### src/rtl/bcu_pkg.sv
// ----------------------------------------------------------------------------
// bcu_pkg
// Shared types and constants of the barometer compensation unit.
// ----------------------------------------------------------------------------
package bcu_pkg;

	localparam int unsigned OSS_W   = 2;
	localparam int unsigned CGA_W   = 64;
	localparam int unsigned CGB_W   = 64;
	localparam int unsigned CGC_W   = 48;
	localparam int unsigned CFG_W   = 64;
	localparam int unsigned IDX_W   = 2;
	localparam int unsigned RAW_W   = 24;
	localparam int unsigned TEMP_W  = 16;
	localparam int unsigned VAL_W   = 32;
	localparam int unsigned CNT_W   = 5;

	localparam logic [IDX_W-1:0] REG_OSS = 2'd0;
	localparam logic [IDX_W-1:0] REG_CGA = 2'd1;
	localparam logic [IDX_W-1:0] REG_CGB = 2'd2;
	localparam logic [IDX_W-1:0] REG_CGC = 2'd3;

	localparam logic KIND_TEMP  = 1'b0;
	localparam logic KIND_PRESS = 1'b1;

	localparam logic [31:0] PRESS_OFFSET_T = 32'd4000;
	localparam logic [15:0] PRESS_SCALE    = 16'd50000;
	localparam logic [31:0] PRESS_BIAS     = 32'd32768;
	localparam logic [31:0] CORR_A         = 32'd3038;
	localparam logic [31:0] CORR_B         = 32'hFFFF_E343; // -7357
	localparam logic [31:0] CORR_C         = 32'd3791;

	typedef enum logic [3:0] {
		ST_IDLE = 4'b0001,
		ST_CALC = 4'b0010,
		ST_DIV  = 4'b0100,
		ST_FIN  = 4'b1000
	} state_t;

	typedef enum logic [4:0] {
		SP_T_MUL   = 5'd0,
		SP_T_X1    = 5'd1,
		SP_T_DIV   = 5'd2,
		SP_B5      = 5'd3,
		SP_B6SQ    = 5'd4,
		SP_SQ      = 5'd5,
		SP_AC2     = 5'd6,
		SP_X3A     = 5'd7,
		SP_B3      = 5'd8,
		SP_X3B     = 5'd9,
		SP_B4MUL   = 5'd10,
		SP_B4      = 5'd11,
		SP_P_DIV   = 5'd12,
		SP_P       = 5'd13,
		SP_PSQ     = 5'd14,
		SP_CA      = 5'd15,
		SP_CB      = 5'd16,
		SP_RES     = 5'd17
	} step_t;

endpackage

### src/rtl/bcu_req_if.sv
// ----------------------------------------------------------------------------
// bcu_req_if
// Raw sample channel: valid/ready with request kind and raw converter word.
// ----------------------------------------------------------------------------
interface bcu_req_if;
	logic                          valid;
	logic                          ready;
	logic                          req_type;
	logic [bcu_pkg::RAW_W-1:0]     raw_sample;

	modport source (output valid, output req_type, output raw_sample, input ready);
	modport sink   (input valid, input req_type, input raw_sample, output ready);
endinterface

### src/rtl/bcu_res_if.sv
// ----------------------------------------------------------------------------
// bcu_res_if
// Result channel: valid/ready with the compensated reading.
// ----------------------------------------------------------------------------
interface bcu_res_if;
	logic                              valid;
	logic                              ready;
	logic signed [bcu_pkg::VAL_W-1:0]  measured_value;
	logic                              value_kind;
	logic                              divide_fault;

	modport source (output valid, output measured_value, output value_kind,
		output divide_fault, input ready);
	modport sink   (input valid, input measured_value, input value_kind,
		input divide_fault, output ready);
endinterface

### src/rtl/barometer_compensation_unit.sv
// ----------------------------------------------------------------------------
// barometer_compensation_unit
// Integer temperature and pressure compensation on one shared multiplier
// and one shared radix-2 divider under a micro-step sequencer.
// ----------------------------------------------------------------------------
//  channel  dir  handshake      payload
//  req      in   valid/ready    req_type, raw_sample
//  res      out  valid/ready    measured_value, value_kind, divide_fault
//  cfg      in   cfg_we         cfg_index, cfg_data
//
//  Temperature item: accept, 4 steps, a divide and the finish cycle
//  (straight to finish from the divide step on a zero divisor).
//  Pressure item: accept, 18 steps, two divides and the finish cycle
//  (straight to finish when B4 is zero).
//  The divider is bit-serial; one item is in work at a time.
//  The result register lets a new item start while the last result waits;
//  a result that is still held stalls the finish cycle.
//  arst_n clears control state, the stored raw temperature and the config registers.
// ----------------------------------------------------------------------------
module barometer_compensation_unit (
	input  logic                          clk,
	input  logic                          arst_n,
	input  logic                          cfg_we,
	input  logic [bcu_pkg::IDX_W-1:0]     cfg_index,
	input  logic [bcu_pkg::CFG_W-1:0]     cfg_data,
	bcu_req_if.sink                       req,
	bcu_res_if.source                     res
);

	bcu_pkg::state_t state_q;
	bcu_pkg::step_t  step_q;

	logic [bcu_pkg::OSS_W-1:0]  oss_q;
	logic [bcu_pkg::CGA_W-1:0]  cga_q;
	logic [bcu_pkg::CGB_W-1:0]  cgb_q;
	logic [bcu_pkg::CGC_W-1:0]  cgc_q;
	logic [bcu_pkg::TEMP_W-1:0] ut_q;
	logic [bcu_pkg::RAW_W-1:0]  raw_q;
	logic                       kind_q;

	logic [31:0] prod_q, acc_q, x1_q, b3_q, b4_q, b6_q, sq_q, p_q, res_q;
	logic        fault_q, neg_q, dbl_q;

	logic [31:0] rem_q, quo_q, den_q;
	logic [bcu_pkg::CNT_W-1:0] cnt_q;

	logic        out_valid_q, out_kind_q, out_fault_q;
	logic [31:0] out_value_q;

	logic [31:0] ac1, ac2, ac3, ac4, ac5, ac6, b1, b2, mc, md;
	logic [31:0] mul_a, mul_b;
	logic [63:0] mul_full;
	logic [32:0] div_r;
	logic        div_ge;
	logic [31:0] d_t, num_t, x2_t, b5_t, t_b3, v_b3, s_x3, up_t, q_t, s_res, psh;
	logic [15:0] scale_t;

	assign ac1 = {{16{cga_q[15]}}, cga_q[15:0]};
	assign ac2 = {{16{cga_q[31]}}, cga_q[31:16]};
	assign ac3 = {{16{cga_q[47]}}, cga_q[47:32]};
	assign ac4 = {16'b0, cga_q[63:48]};
	assign ac5 = {16'b0, cgb_q[15:0]};
	assign ac6 = {16'b0, cgb_q[31:16]};
	assign b1  = {{16{cgb_q[47]}}, cgb_q[47:32]};
	assign b2  = {{16{cgb_q[63]}}, cgb_q[63:48]};
	assign mc  = {{16{cgc_q[31]}}, cgc_q[31:16]};
	assign md  = {{16{cgc_q[47]}}, cgc_q[47:32]};

	// datapath terms
	assign d_t     = x1_q + md;
	assign num_t   = mc << 11;
	assign x2_t    = neg_q ? (32'd0 - quo_q) : quo_q;
	assign b5_t    = x1_q + x2_t;
	assign t_b3    = (ac1 << 2) + acc_q;
	assign v_b3    = (t_b3 << oss_q) + 32'd2;
	assign s_x3    = acc_q + $unsigned($signed(prod_q) >>> 16) + 32'd2;
	assign up_t    = {8'b0, raw_q >> (4'd8 - {2'b0, oss_q})};
	assign scale_t = bcu_pkg::PRESS_SCALE >> oss_q;
	assign q_t     = dbl_q ? {quo_q[30:0], 1'b0} : quo_q;
	assign s_res   = acc_q + $unsigned($signed(prod_q) >>> 16) + bcu_pkg::CORR_C;
	assign psh     = $unsigned($signed(p_q) >>> 8);

	// shared multiplier operand select
	always_comb begin
		mul_a = 32'd0;
		mul_b = 32'd0;
		case (step_q)
			bcu_pkg::SP_T_MUL: begin
				mul_a = {16'b0, ut_q} - ac6;
				mul_b = ac5;
			end
			bcu_pkg::SP_B6SQ: begin
				mul_a = b6_q;
				mul_b = b6_q;
			end
			bcu_pkg::SP_SQ: begin
				mul_a = ac2;
				mul_b = b6_q;
			end
			bcu_pkg::SP_AC2: begin
				mul_a = b2;
				mul_b = sq_q;
			end
			bcu_pkg::SP_X3A: begin
				mul_a = ac3;
				mul_b = b6_q;
			end
			bcu_pkg::SP_B3: begin
				mul_a = b1;
				mul_b = sq_q;
			end
			bcu_pkg::SP_B4MUL: begin
				mul_a = ac4;
				mul_b = acc_q + bcu_pkg::PRESS_BIAS;
			end
			bcu_pkg::SP_B4: begin
				mul_a = up_t - b3_q;
				mul_b = {16'b0, scale_t};
			end
			bcu_pkg::SP_PSQ: begin
				mul_a = psh;
				mul_b = psh;
			end
			bcu_pkg::SP_CA: begin
				mul_a = prod_q;
				mul_b = bcu_pkg::CORR_A;
			end
			bcu_pkg::SP_CB: begin
				mul_a = bcu_pkg::CORR_B;
				mul_b = p_q;
			end
			default: begin
				mul_a = 32'd0;
				mul_b = 32'd0;
			end
		endcase
	end

	assign mul_full = mul_a * mul_b;
	assign div_r    = {rem_q, quo_q[31]};
	assign div_ge   = div_r >= {1'b0, den_q};

	always_ff @(posedge clk or negedge arst_n) begin
		if (!arst_n) begin
			oss_q <= '0;
			cga_q <= '0;
			cgb_q <= '0;
			cgc_q <= '0;
		end else if (cfg_we) begin
			case (cfg_index)
				bcu_pkg::REG_OSS: oss_q <= cfg_data[bcu_pkg::OSS_W-1:0];
				bcu_pkg::REG_CGA: cga_q <= cfg_data[bcu_pkg::CGA_W-1:0];
				bcu_pkg::REG_CGB: cgb_q <= cfg_data[bcu_pkg::CGB_W-1:0];
				bcu_pkg::REG_CGC: cgc_q <= cfg_data[bcu_pkg::CGC_W-1:0];
				default: ;
			endcase
		end
	end

	always_ff @(posedge clk or negedge arst_n) begin
		if (!arst_n) begin
			state_q     <= bcu_pkg::ST_IDLE;
			step_q      <= bcu_pkg::SP_T_MUL;
			ut_q        <= '0;
			out_valid_q <= 1'b0;
		end else begin
			// the finish state reloads the result register itself
			if (out_valid_q && res.ready && state_q != bcu_pkg::ST_FIN)
				out_valid_q <= 1'b0;
			case (state_q)
				bcu_pkg::ST_IDLE: begin
					if (req.valid) begin
						kind_q  <= req.req_type;
						raw_q   <= req.raw_sample;
						if (req.req_type == bcu_pkg::KIND_TEMP)
							ut_q <= req.raw_sample[bcu_pkg::TEMP_W-1:0];
						fault_q <= 1'b0;
						step_q  <= bcu_pkg::SP_T_MUL;
						state_q <= bcu_pkg::ST_CALC;
					end
				end
				bcu_pkg::ST_CALC: begin
					prod_q <= mul_full[31:0];
					step_q <= bcu_pkg::step_t'(step_q + 5'd1);
					case (step_q)
						bcu_pkg::SP_T_X1:
							x1_q <= $unsigned($signed(prod_q) >>> 15);
						bcu_pkg::SP_T_DIV: begin
							if (d_t == 32'd0) begin
								fault_q <= 1'b1;
								res_q   <= 32'd0;
								state_q <= bcu_pkg::ST_FIN;
							end else begin
								neg_q   <= num_t[31] ^ d_t[31];
								rem_q   <= 32'd0;
								quo_q   <= num_t[31] ? (32'd0 - num_t) : num_t;
								den_q   <= d_t[31] ? (32'd0 - d_t) : d_t;
								cnt_q   <= '1;
								state_q <= bcu_pkg::ST_DIV;
							end
						end
						bcu_pkg::SP_B5: begin
							if (kind_q == bcu_pkg::KIND_TEMP) begin
								res_q   <= $unsigned($signed(b5_t + 32'd8) >>> 4);
								state_q <= bcu_pkg::ST_FIN;
							end
							b6_q <= b5_t - bcu_pkg::PRESS_OFFSET_T;
						end
						bcu_pkg::SP_SQ:
							sq_q <= $unsigned($signed(prod_q) >>> 12);
						bcu_pkg::SP_AC2:
							acc_q <= $unsigned($signed(prod_q) >>> 11);
						bcu_pkg::SP_X3A:
							acc_q <= acc_q + $unsigned($signed(prod_q) >>> 11);
						bcu_pkg::SP_B3: begin
							// divide by four, truncating toward zero
							b3_q  <= v_b3[31] ? $unsigned($signed(v_b3 + 32'd3) >>> 2)
								: $unsigned($signed(v_b3) >>> 2);
							acc_q <= $unsigned($signed(prod_q) >>> 13);
						end
						bcu_pkg::SP_X3B:
							acc_q <= $unsigned($signed(s_x3) >>> 2);
						bcu_pkg::SP_B4: begin
							b4_q <= {15'b0, prod_q[31:15]};
							if (prod_q[31:15] == 17'd0) begin
								fault_q <= 1'b1;
								res_q   <= 32'd0;
								state_q <= bcu_pkg::ST_FIN;
							end
						end
						bcu_pkg::SP_P_DIV: begin
							dbl_q   <= prod_q[31];
							rem_q   <= 32'd0;
							quo_q   <= prod_q[31] ? prod_q : {prod_q[30:0], 1'b0};
							den_q   <= b4_q;
							cnt_q   <= '1;
							state_q <= bcu_pkg::ST_DIV;
						end
						bcu_pkg::SP_P:
							p_q <= q_t;
						bcu_pkg::SP_CB:
							acc_q <= $unsigned($signed(prod_q) >>> 16);
						bcu_pkg::SP_RES: begin
							res_q   <= p_q + $unsigned($signed(s_res) >>> 4);
							state_q <= bcu_pkg::ST_FIN;
						end
						default: ;
					endcase
				end
				bcu_pkg::ST_DIV: begin
					// one quotient bit per cycle
					if (div_ge) begin
						rem_q <= 32'(div_r - {1'b0, den_q});
						quo_q <= {quo_q[30:0], 1'b1};
					end else begin
						rem_q <= div_r[31:0];
						quo_q <= {quo_q[30:0], 1'b0};
					end
					cnt_q <= cnt_q - 1'b1;
					if (cnt_q == '0)
						state_q <= bcu_pkg::ST_CALC;
				end
				bcu_pkg::ST_FIN: begin
					// hold until the result register is free
					if (!out_valid_q || res.ready) begin
						out_valid_q <= 1'b1;
						out_value_q <= res_q;
						out_kind_q  <= kind_q;
						out_fault_q <= fault_q;
						state_q     <= bcu_pkg::ST_IDLE;
					end
				end
				default: state_q <= bcu_pkg::ST_IDLE;
			endcase
		end
	end

	assign req.ready          = (state_q == bcu_pkg::ST_IDLE);
	assign res.valid          = out_valid_q;
	assign res.measured_value = $signed(out_value_q);
	assign res.value_kind     = out_kind_q;
	assign res.divide_fault   = out_fault_q;

endmodule

### src/flat_wrapper.sv
// flat-port wrapper written by rule: the top's interface ports become plain ports
module barometer_compensation_unit_flat 
  (clk, arst_n, cfg_we, cfg_index, cfg_data, req_valid, req_req_type, req_raw_sample, req_ready, res_valid, res_measured_value, res_value_kind, res_divide_fault, res_ready);
  bcu_req_if req_i ();
  bcu_res_if res_i ();
  input  logic clk;
  input  logic arst_n;
  input  logic cfg_we;
  input  logic [bcu_pkg::IDX_W-1:0] cfg_index;
  input  logic [bcu_pkg::CFG_W-1:0] cfg_data;
  input wire logic [$bits(req_i.valid)-1:0] req_valid;
  input wire logic [$bits(req_i.req_type)-1:0] req_req_type;
  input wire logic [$bits(req_i.raw_sample)-1:0] req_raw_sample;
  output wire logic [$bits(req_i.ready)-1:0] req_ready;
  output wire logic [$bits(res_i.valid)-1:0] res_valid;
  output wire logic [$bits(res_i.measured_value)-1:0] res_measured_value;
  output wire logic [$bits(res_i.value_kind)-1:0] res_value_kind;
  output wire logic [$bits(res_i.divide_fault)-1:0] res_divide_fault;
  input wire logic [$bits(res_i.ready)-1:0] res_ready;
  assign req_i.valid = req_valid;
  assign req_i.req_type = req_req_type;
  assign req_i.raw_sample = req_raw_sample;
  assign req_ready = req_i.ready;
  assign res_valid = res_i.valid;
  assign res_measured_value = res_i.measured_value;
  assign res_value_kind = res_i.value_kind;
  assign res_divide_fault = res_i.divide_fault;
  assign res_i.ready = res_ready;
  barometer_compensation_unit u_core (.clk(clk), .arst_n(arst_n), .cfg_we(cfg_we), .cfg_index(cfg_index), .cfg_data(cfg_data), .req(req_i), .res(res_i));
endmodule
### config.mk
export PLATFORM = sky130hd
export DESIGN_NAME = barometer_compensation_unit_flat
export DESIGN_NICKNAME = d
export VERILOG_FILES = /design/src/rtl/bcu_pkg.sv /design/src/rtl/bcu_req_if.sv /design/src/rtl/bcu_res_if.sv /design/src/rtl/barometer_compensation_unit.sv /design/src/flat_wrapper.sv
export SDC_FILE = /design/constraint.sdc
export NUM_CORES = 2
export LEC_CHECK = 0
export ABC_AREA = 1
export ABC_CLOCK_PERIOD_IN_PS = 14550
export BUFFER_PORTS_ARGS = -buffer_cell sky130_fd_sc_hd__buf_2
export CORE_MARGIN = 5
export CORE_UTILIZATION = 40
export DETAILED_ROUTE_END_ITERATION = 7
export HOLD_SLACK_MARGIN = 0.1
export SETUP_SLACK_MARGIN = 0.15
export SYNTH_ARGS = -nofsm -noshare
export SYNTH_HDL_FRONTEND = slang
export SYNTH_SLANG_ARGS = --single-unit
export TNS_END_PERCENT = 100
### constraint.sdc
create_clock -name clk -period 14.55 [get_ports clk]
set_input_delay 1.455 -clock clk [delete_from_list [all_inputs] [get_ports clk]]
set_output_delay 1.455 -clock clk [all_outputs]
set_load 0.02 [all_outputs]
Word-level counts from Yosys, hierarchy flattened
Index checks and enable logic that the tools add are counted.

cells by class
  add/subtract/negate cells = 22
  multiply operators = 1
  magnitude comparators = 1
  equal/unequal tests = 39
  shift operators = 3
  multiplexer cells = 44
  bitwise logic cells = 3
  reductions and logical operators = 39

operators by type and width
  kind                    number
  $mux 32                 12
  $pmux 32 s11            1
  $pmux 32 s2             5
  $pmux 32 s8             1
  $add 32x32->32          5
  $pmux 32 s5             1
  $pmux 32 s4             1
  $add 32x2->32 const B   3
  $sub 1x32->32 const A   2
  $eq 5x4->1 const B      8
  $ge 33x32->1            1
  $reduce_and 3->1        11
  $add 32x12->32 const B  1
  $add 32x16->32 const B  1
  $add 32x4->32 const B   1
  $logic_not 32->1        1
  $mul 32x32->32          1
  $shl 32x2->32           1
  $sub 32x12->32 const B  1
  $sub 32x32->32          1
  $sub 25x30->31          1
  $pmux 5 s2              3
  $mux 29                 1
  $sub 1x27->28 const A   1
  45 further kinds        87

word-level totals
  register bits = 611
  input port bits = 96
  output and inout port bits = 36
  word-level logic and storage cells = 183

Depth between registers and ports, before layout
  depth after elaboration = 6
  mapped depth = 58
  mapped depth without buffers = 52

Least setup slack after synthesis
OpenSTA, ideal clock, no wires.

  path kind = flip-flop to flip-flop
  start = register u_core.oss_q[0] (netlist name)
  end = register u_core.prod_q[30], data pin
  library setup time = 0.258 ns
  data arrival time = 10.358 ns
  required time = 14.292 ns
  setup slack = 3.935 ns
  cell stages (with the launch flop) = 53
  clock period less this slack = 10.615 ns
  path through = dfrtp_1 buf_6 inv_2 buf_2 clkbuf_1 clkbuf_1 ha_1 clkbuf_1 inv_1 clkbuf_1 o21ai_0 nand2_1 o21ai_0 ha_1 fa_1 inv_1 nand3_1 nand2_1 (+17 left out) inv_1 fa_1 fa_1 fa_1 inv_1 ha_1 nand2_1 inv_1 a221oi_1 o21ai_0 nand3_1 nand2_1 a21boi_0 o21ai_0 a21oi_1 nor2_1 nor2_1 xnor2_1

on the way
  cells in the longest elaborated chain, start to end = 5
  elaborated cells between the ends (all ways) = 7

ends and longest elaborated chain
  what                     line                                RTL
  start, declared          barometer_compensation_unit.sv:33   logic [bcu_pkg::OSS_W-1:0] oss_q;
  start signal, assigned   barometer_compensation_unit.sv:151  bcu_pkg::REG_OSS: oss_q <= cfg_data[bcu_pkg::OSS_W-1:0];
  $sub 4x2->4              barometer_compensation_unit.sv:77   assign up_t = {8'b0, raw_q >> (4'd8 - {2'b0, oss_q})};
  $shr 24x4->24            barometer_compensation_unit.sv:77
  $sub 25x30->31           barometer_compensation_unit.sv:117  mul_a = up_t - b3_q;
  $pmux 32 s11             barometer_compensation_unit.sv:87   case (step_q)
  $mul 32x32->32 (*)       barometer_compensation_unit.sv:139  assign mul_full = mul_a * mul_b;
  via u_core.mul_full[30]  barometer_compensation_unit.sv:52   logic [63:0] mul_full;
  end signal, assigned     barometer_compensation_unit.sv:183  prod_q <= mul_full[31:0];
  end, declared            barometer_compensation_unit.sv:41   logic [31:0] prod_q, acc_q, x1_q, b3_q, b4_q, b6_q, sq_q, p_q, res_q;

Mark *: on every way through the listed nets, which the timed path passes. The rest lies on a longest branch.
A chain may end at the register's enable or synchronous reset.

Worst setup path in the final report
  start = register u_core.oss_q[1] (netlist name)
  end = register u_core.prod_q[31], data pin

Same word-level chain as after synthesis.

==> qor.yml <==
fin_setup_tns_ps: 0
drtAntennaViolNets: 0
cts_htree_levels: 3
start_util_pct: 40.1
syn_avg_cell_area_um2: 7.41
wirelength_mm: 241
viasPerCell: 5.47
area_growth_pct: 8.92
synthTopCellsByArea: "edfxtp_1, fa_1, nand2_1, inv_1, ha_1"
mostFrequentLayoutCells: "nand2_1, inv_1, nor2_1"
clk_pin_slew_ps: 60
drt-initial-drc-count: 5671
grtUsageTotal_pct: 29.1
cts_tree: "yes"
async_flop_share_pct: 31.8
worst_path_largest_cell_delay_ps: 790
die_h_um: 402
grt_pass1_vias: 55426
drive_above_1_share_pct: 6.37
fin_crit_sh_pct: 84.8
rsz0062_at_grt: "no"
synth_ff_type: "edfxtp_1"
syn_inst: 8305
tightest_slew_ps: 1320
drc_errors: 0
cp-start-kind: "flop"
post_cts_buffers: 0
numCtsBuffers: 67
place.detailed.hpwl_mm: 195
fmax_ghz: 0.0811
cts_resized: 0
wire_per_inst_um: 23.0
synth_edf_count: 403
status: "finished, final reports clean"
maxSlewViolCount: 0
fp.dieArea_um2: 162000
num_rows: 144
cts_buffer_depth: 3
finalHoldViolations: 0
setup_viol: 0
num_vias: 57422
slew_headroom_pct: 11.6
worstHoldPathType: "flop to flop"
coreArea_um2: 154000
place.gp.congestion: 0.992
synth_cell_types: 84
mappedNetlistArea_um2: 61500
required_ps: 14970
cpMostUsedCell: "nand2_1"
ys_seq_area_share_pct: 27.3
fin_worst_skew_ps: 21.9
clk_latency_ps: 680
nets: 9292
grt_max_degree: 129
crit_path_max_fanout: 22
cp_slowest_cell: "nor4_1"
postCtsHoldBufs: 0
antenna_found_initial: 11
arrival_ps: 12760
finalCriticalPeriod_ps: 12340
maxCapViolations: 0
synth_warnings: 0
mostFrequentLayoutCell: "nand2_1"
portBuffers: 131
synth_top_area_share_pct: 19.7
die_w_um: 402
cts-root-buf: "clkbuf_16"
endpoint_kind: "flop"
cts.sink_count: 591
first_pass_iters: 6
gr-total-overflow: 0
pin_count: 132
critPathKind: "flop to flop"
grt_pass1_wl_mm: 356
synth-seq-cells: 591
synth_top_area_cell: "edfxtp_1"
worst paths after layout:
check / end / startpoint / slack (ps) / cells past startpoint
max: u_core.prod_q[31] / u_core.oss_q[1] / 2210 / 45
min: u_core.res.measured_value[3] / u_core.res_q[3] / 420 / 0
max reg2reg: u_core.prod_q[31] / u_core.oss_q[1] / 2210 / 45
min reg2reg: u_core.res.measured_value[3] / u_core.res_q[3] / 420 / 0
max in group asynchronous: u_core.cgb_q[14] / arst_n / 12350 / 2
min in group asynchronous: u_core.cgb_q[22] / arst_n / 790 / 1
synthesized netlist by cell type (19+ instances only):
master	n
nand2_1	2176
inv_1	1441
nor2_1	675
o21ai_0	519
nand3_1	452
fa_1	417
edfxtp_1	403
a21oi_1	385
ha_1	377
xor2_1	219
dfrtp_1	187
clkbuf_1	157
nand4_1	126
nor3_1	93
xnor2_1	67
inv_2	40
o21ai_1	38
o21bai_1	31
buf_2	29
o22ai_1	29
a31oi_1	26
or2_2	26
a221oi_1	24
nand3b_1	24
nor2_2	22
buf_1	20
nor4_1	19
o211ai_1	19
per-layer routing:
metal	vias up	global-route usage (%)	wire length, µm
met5	-	0	13
met4	2	14.1	14300
met3	562	6.04	22100
met2	2561	46.1	106000
met1	27501	38.2	98300
li1	26796	-	-
per-stage QoR:
stage               utilization (%)  hold WS [ps]  setup slack, ps  cell area (µm²)  std cells
finish                         43.6           416             2210            67000      10505
global route                   43.6           425             1530            67000      10500
floorplan                         -           400             3930            61600       8322
global placement               42.2           400             2580            64700      10377
detailed placement             42.2           405             2430            64800      10377
CTS                            43.6           418             2370            67000      10500
worst max-delay path, delay by kind of cell (launching register included):
kind,cells,cell delay [ps]
buffers and inverters,11,1090
adder cells (fa/ha/maj),11,5450
AND/OR/NAND/NOR,15,2890
AO/OA/AOI/OAI,7,2100
XOR/XNOR,1,220
flip-flops,1,330
kinds of logic (layout without fill, tap and decap cells):
kind of cell	count (synthesis)	in the layout	share of synthesized area (%)
XOR/XNOR	290	290	4.20
adder cells (fa/ha/maj)	794	794	21.2
multiplexers	24	24	0.427
buffers and inverters	1708	1842	10.6
other	1	23	0.00610
AO/OA/AOI/OAI	1217	1217	11.2
flip-flops	591	591	27.3
AND/OR/NAND/NOR	3680	3680	25.0
registers in the layout, summed over array words and instances, names as in the netlist, 16 cells and up:
| signal | cells |
|---|---|
| u_core.quo_q | 32 |
| u_core.res_q | 32 |
| u_core.p_q | 32 |
| u_core.sq_q | 20 |
| u_core.cgc_q | 32 |
| u_core.ut_q | 16 |
| u_core.x1_q | 17 |
| u_core.rem_q | 32 |
| u_core.acc_q | 32 |
| u_core.raw_q | 20 |
| u_core.cga_q | 64 |
| u_core.res.measured_value | 32 |
| u_core.cgb_q | 64 |
| u_core.b4_q | 17 |
| u_core.den_q | 32 |
| u_core.b6_q | 32 |
| u_core.prod_q | 32 |
| u_core.b3_q | 30 |
final cells by class:
class | count | area [µm²]
Fill cell | 15924 | 86500
Multi-Input combinational cell | 6023 | 38400
Sequential cell | 591 | 16800
Inverter | 1493 | 5610
Tap cell | 2044 | 2560
Clock buffer | 95 | 1920
Timing Repair Buffer | 226 | 1380
Clock inverter | 28 | 322
Antenna cell | 5 | 12.5
Power is not shown: default switching activity piles up to over one toggle a cycle in this logic, so the estimate is an artifact.
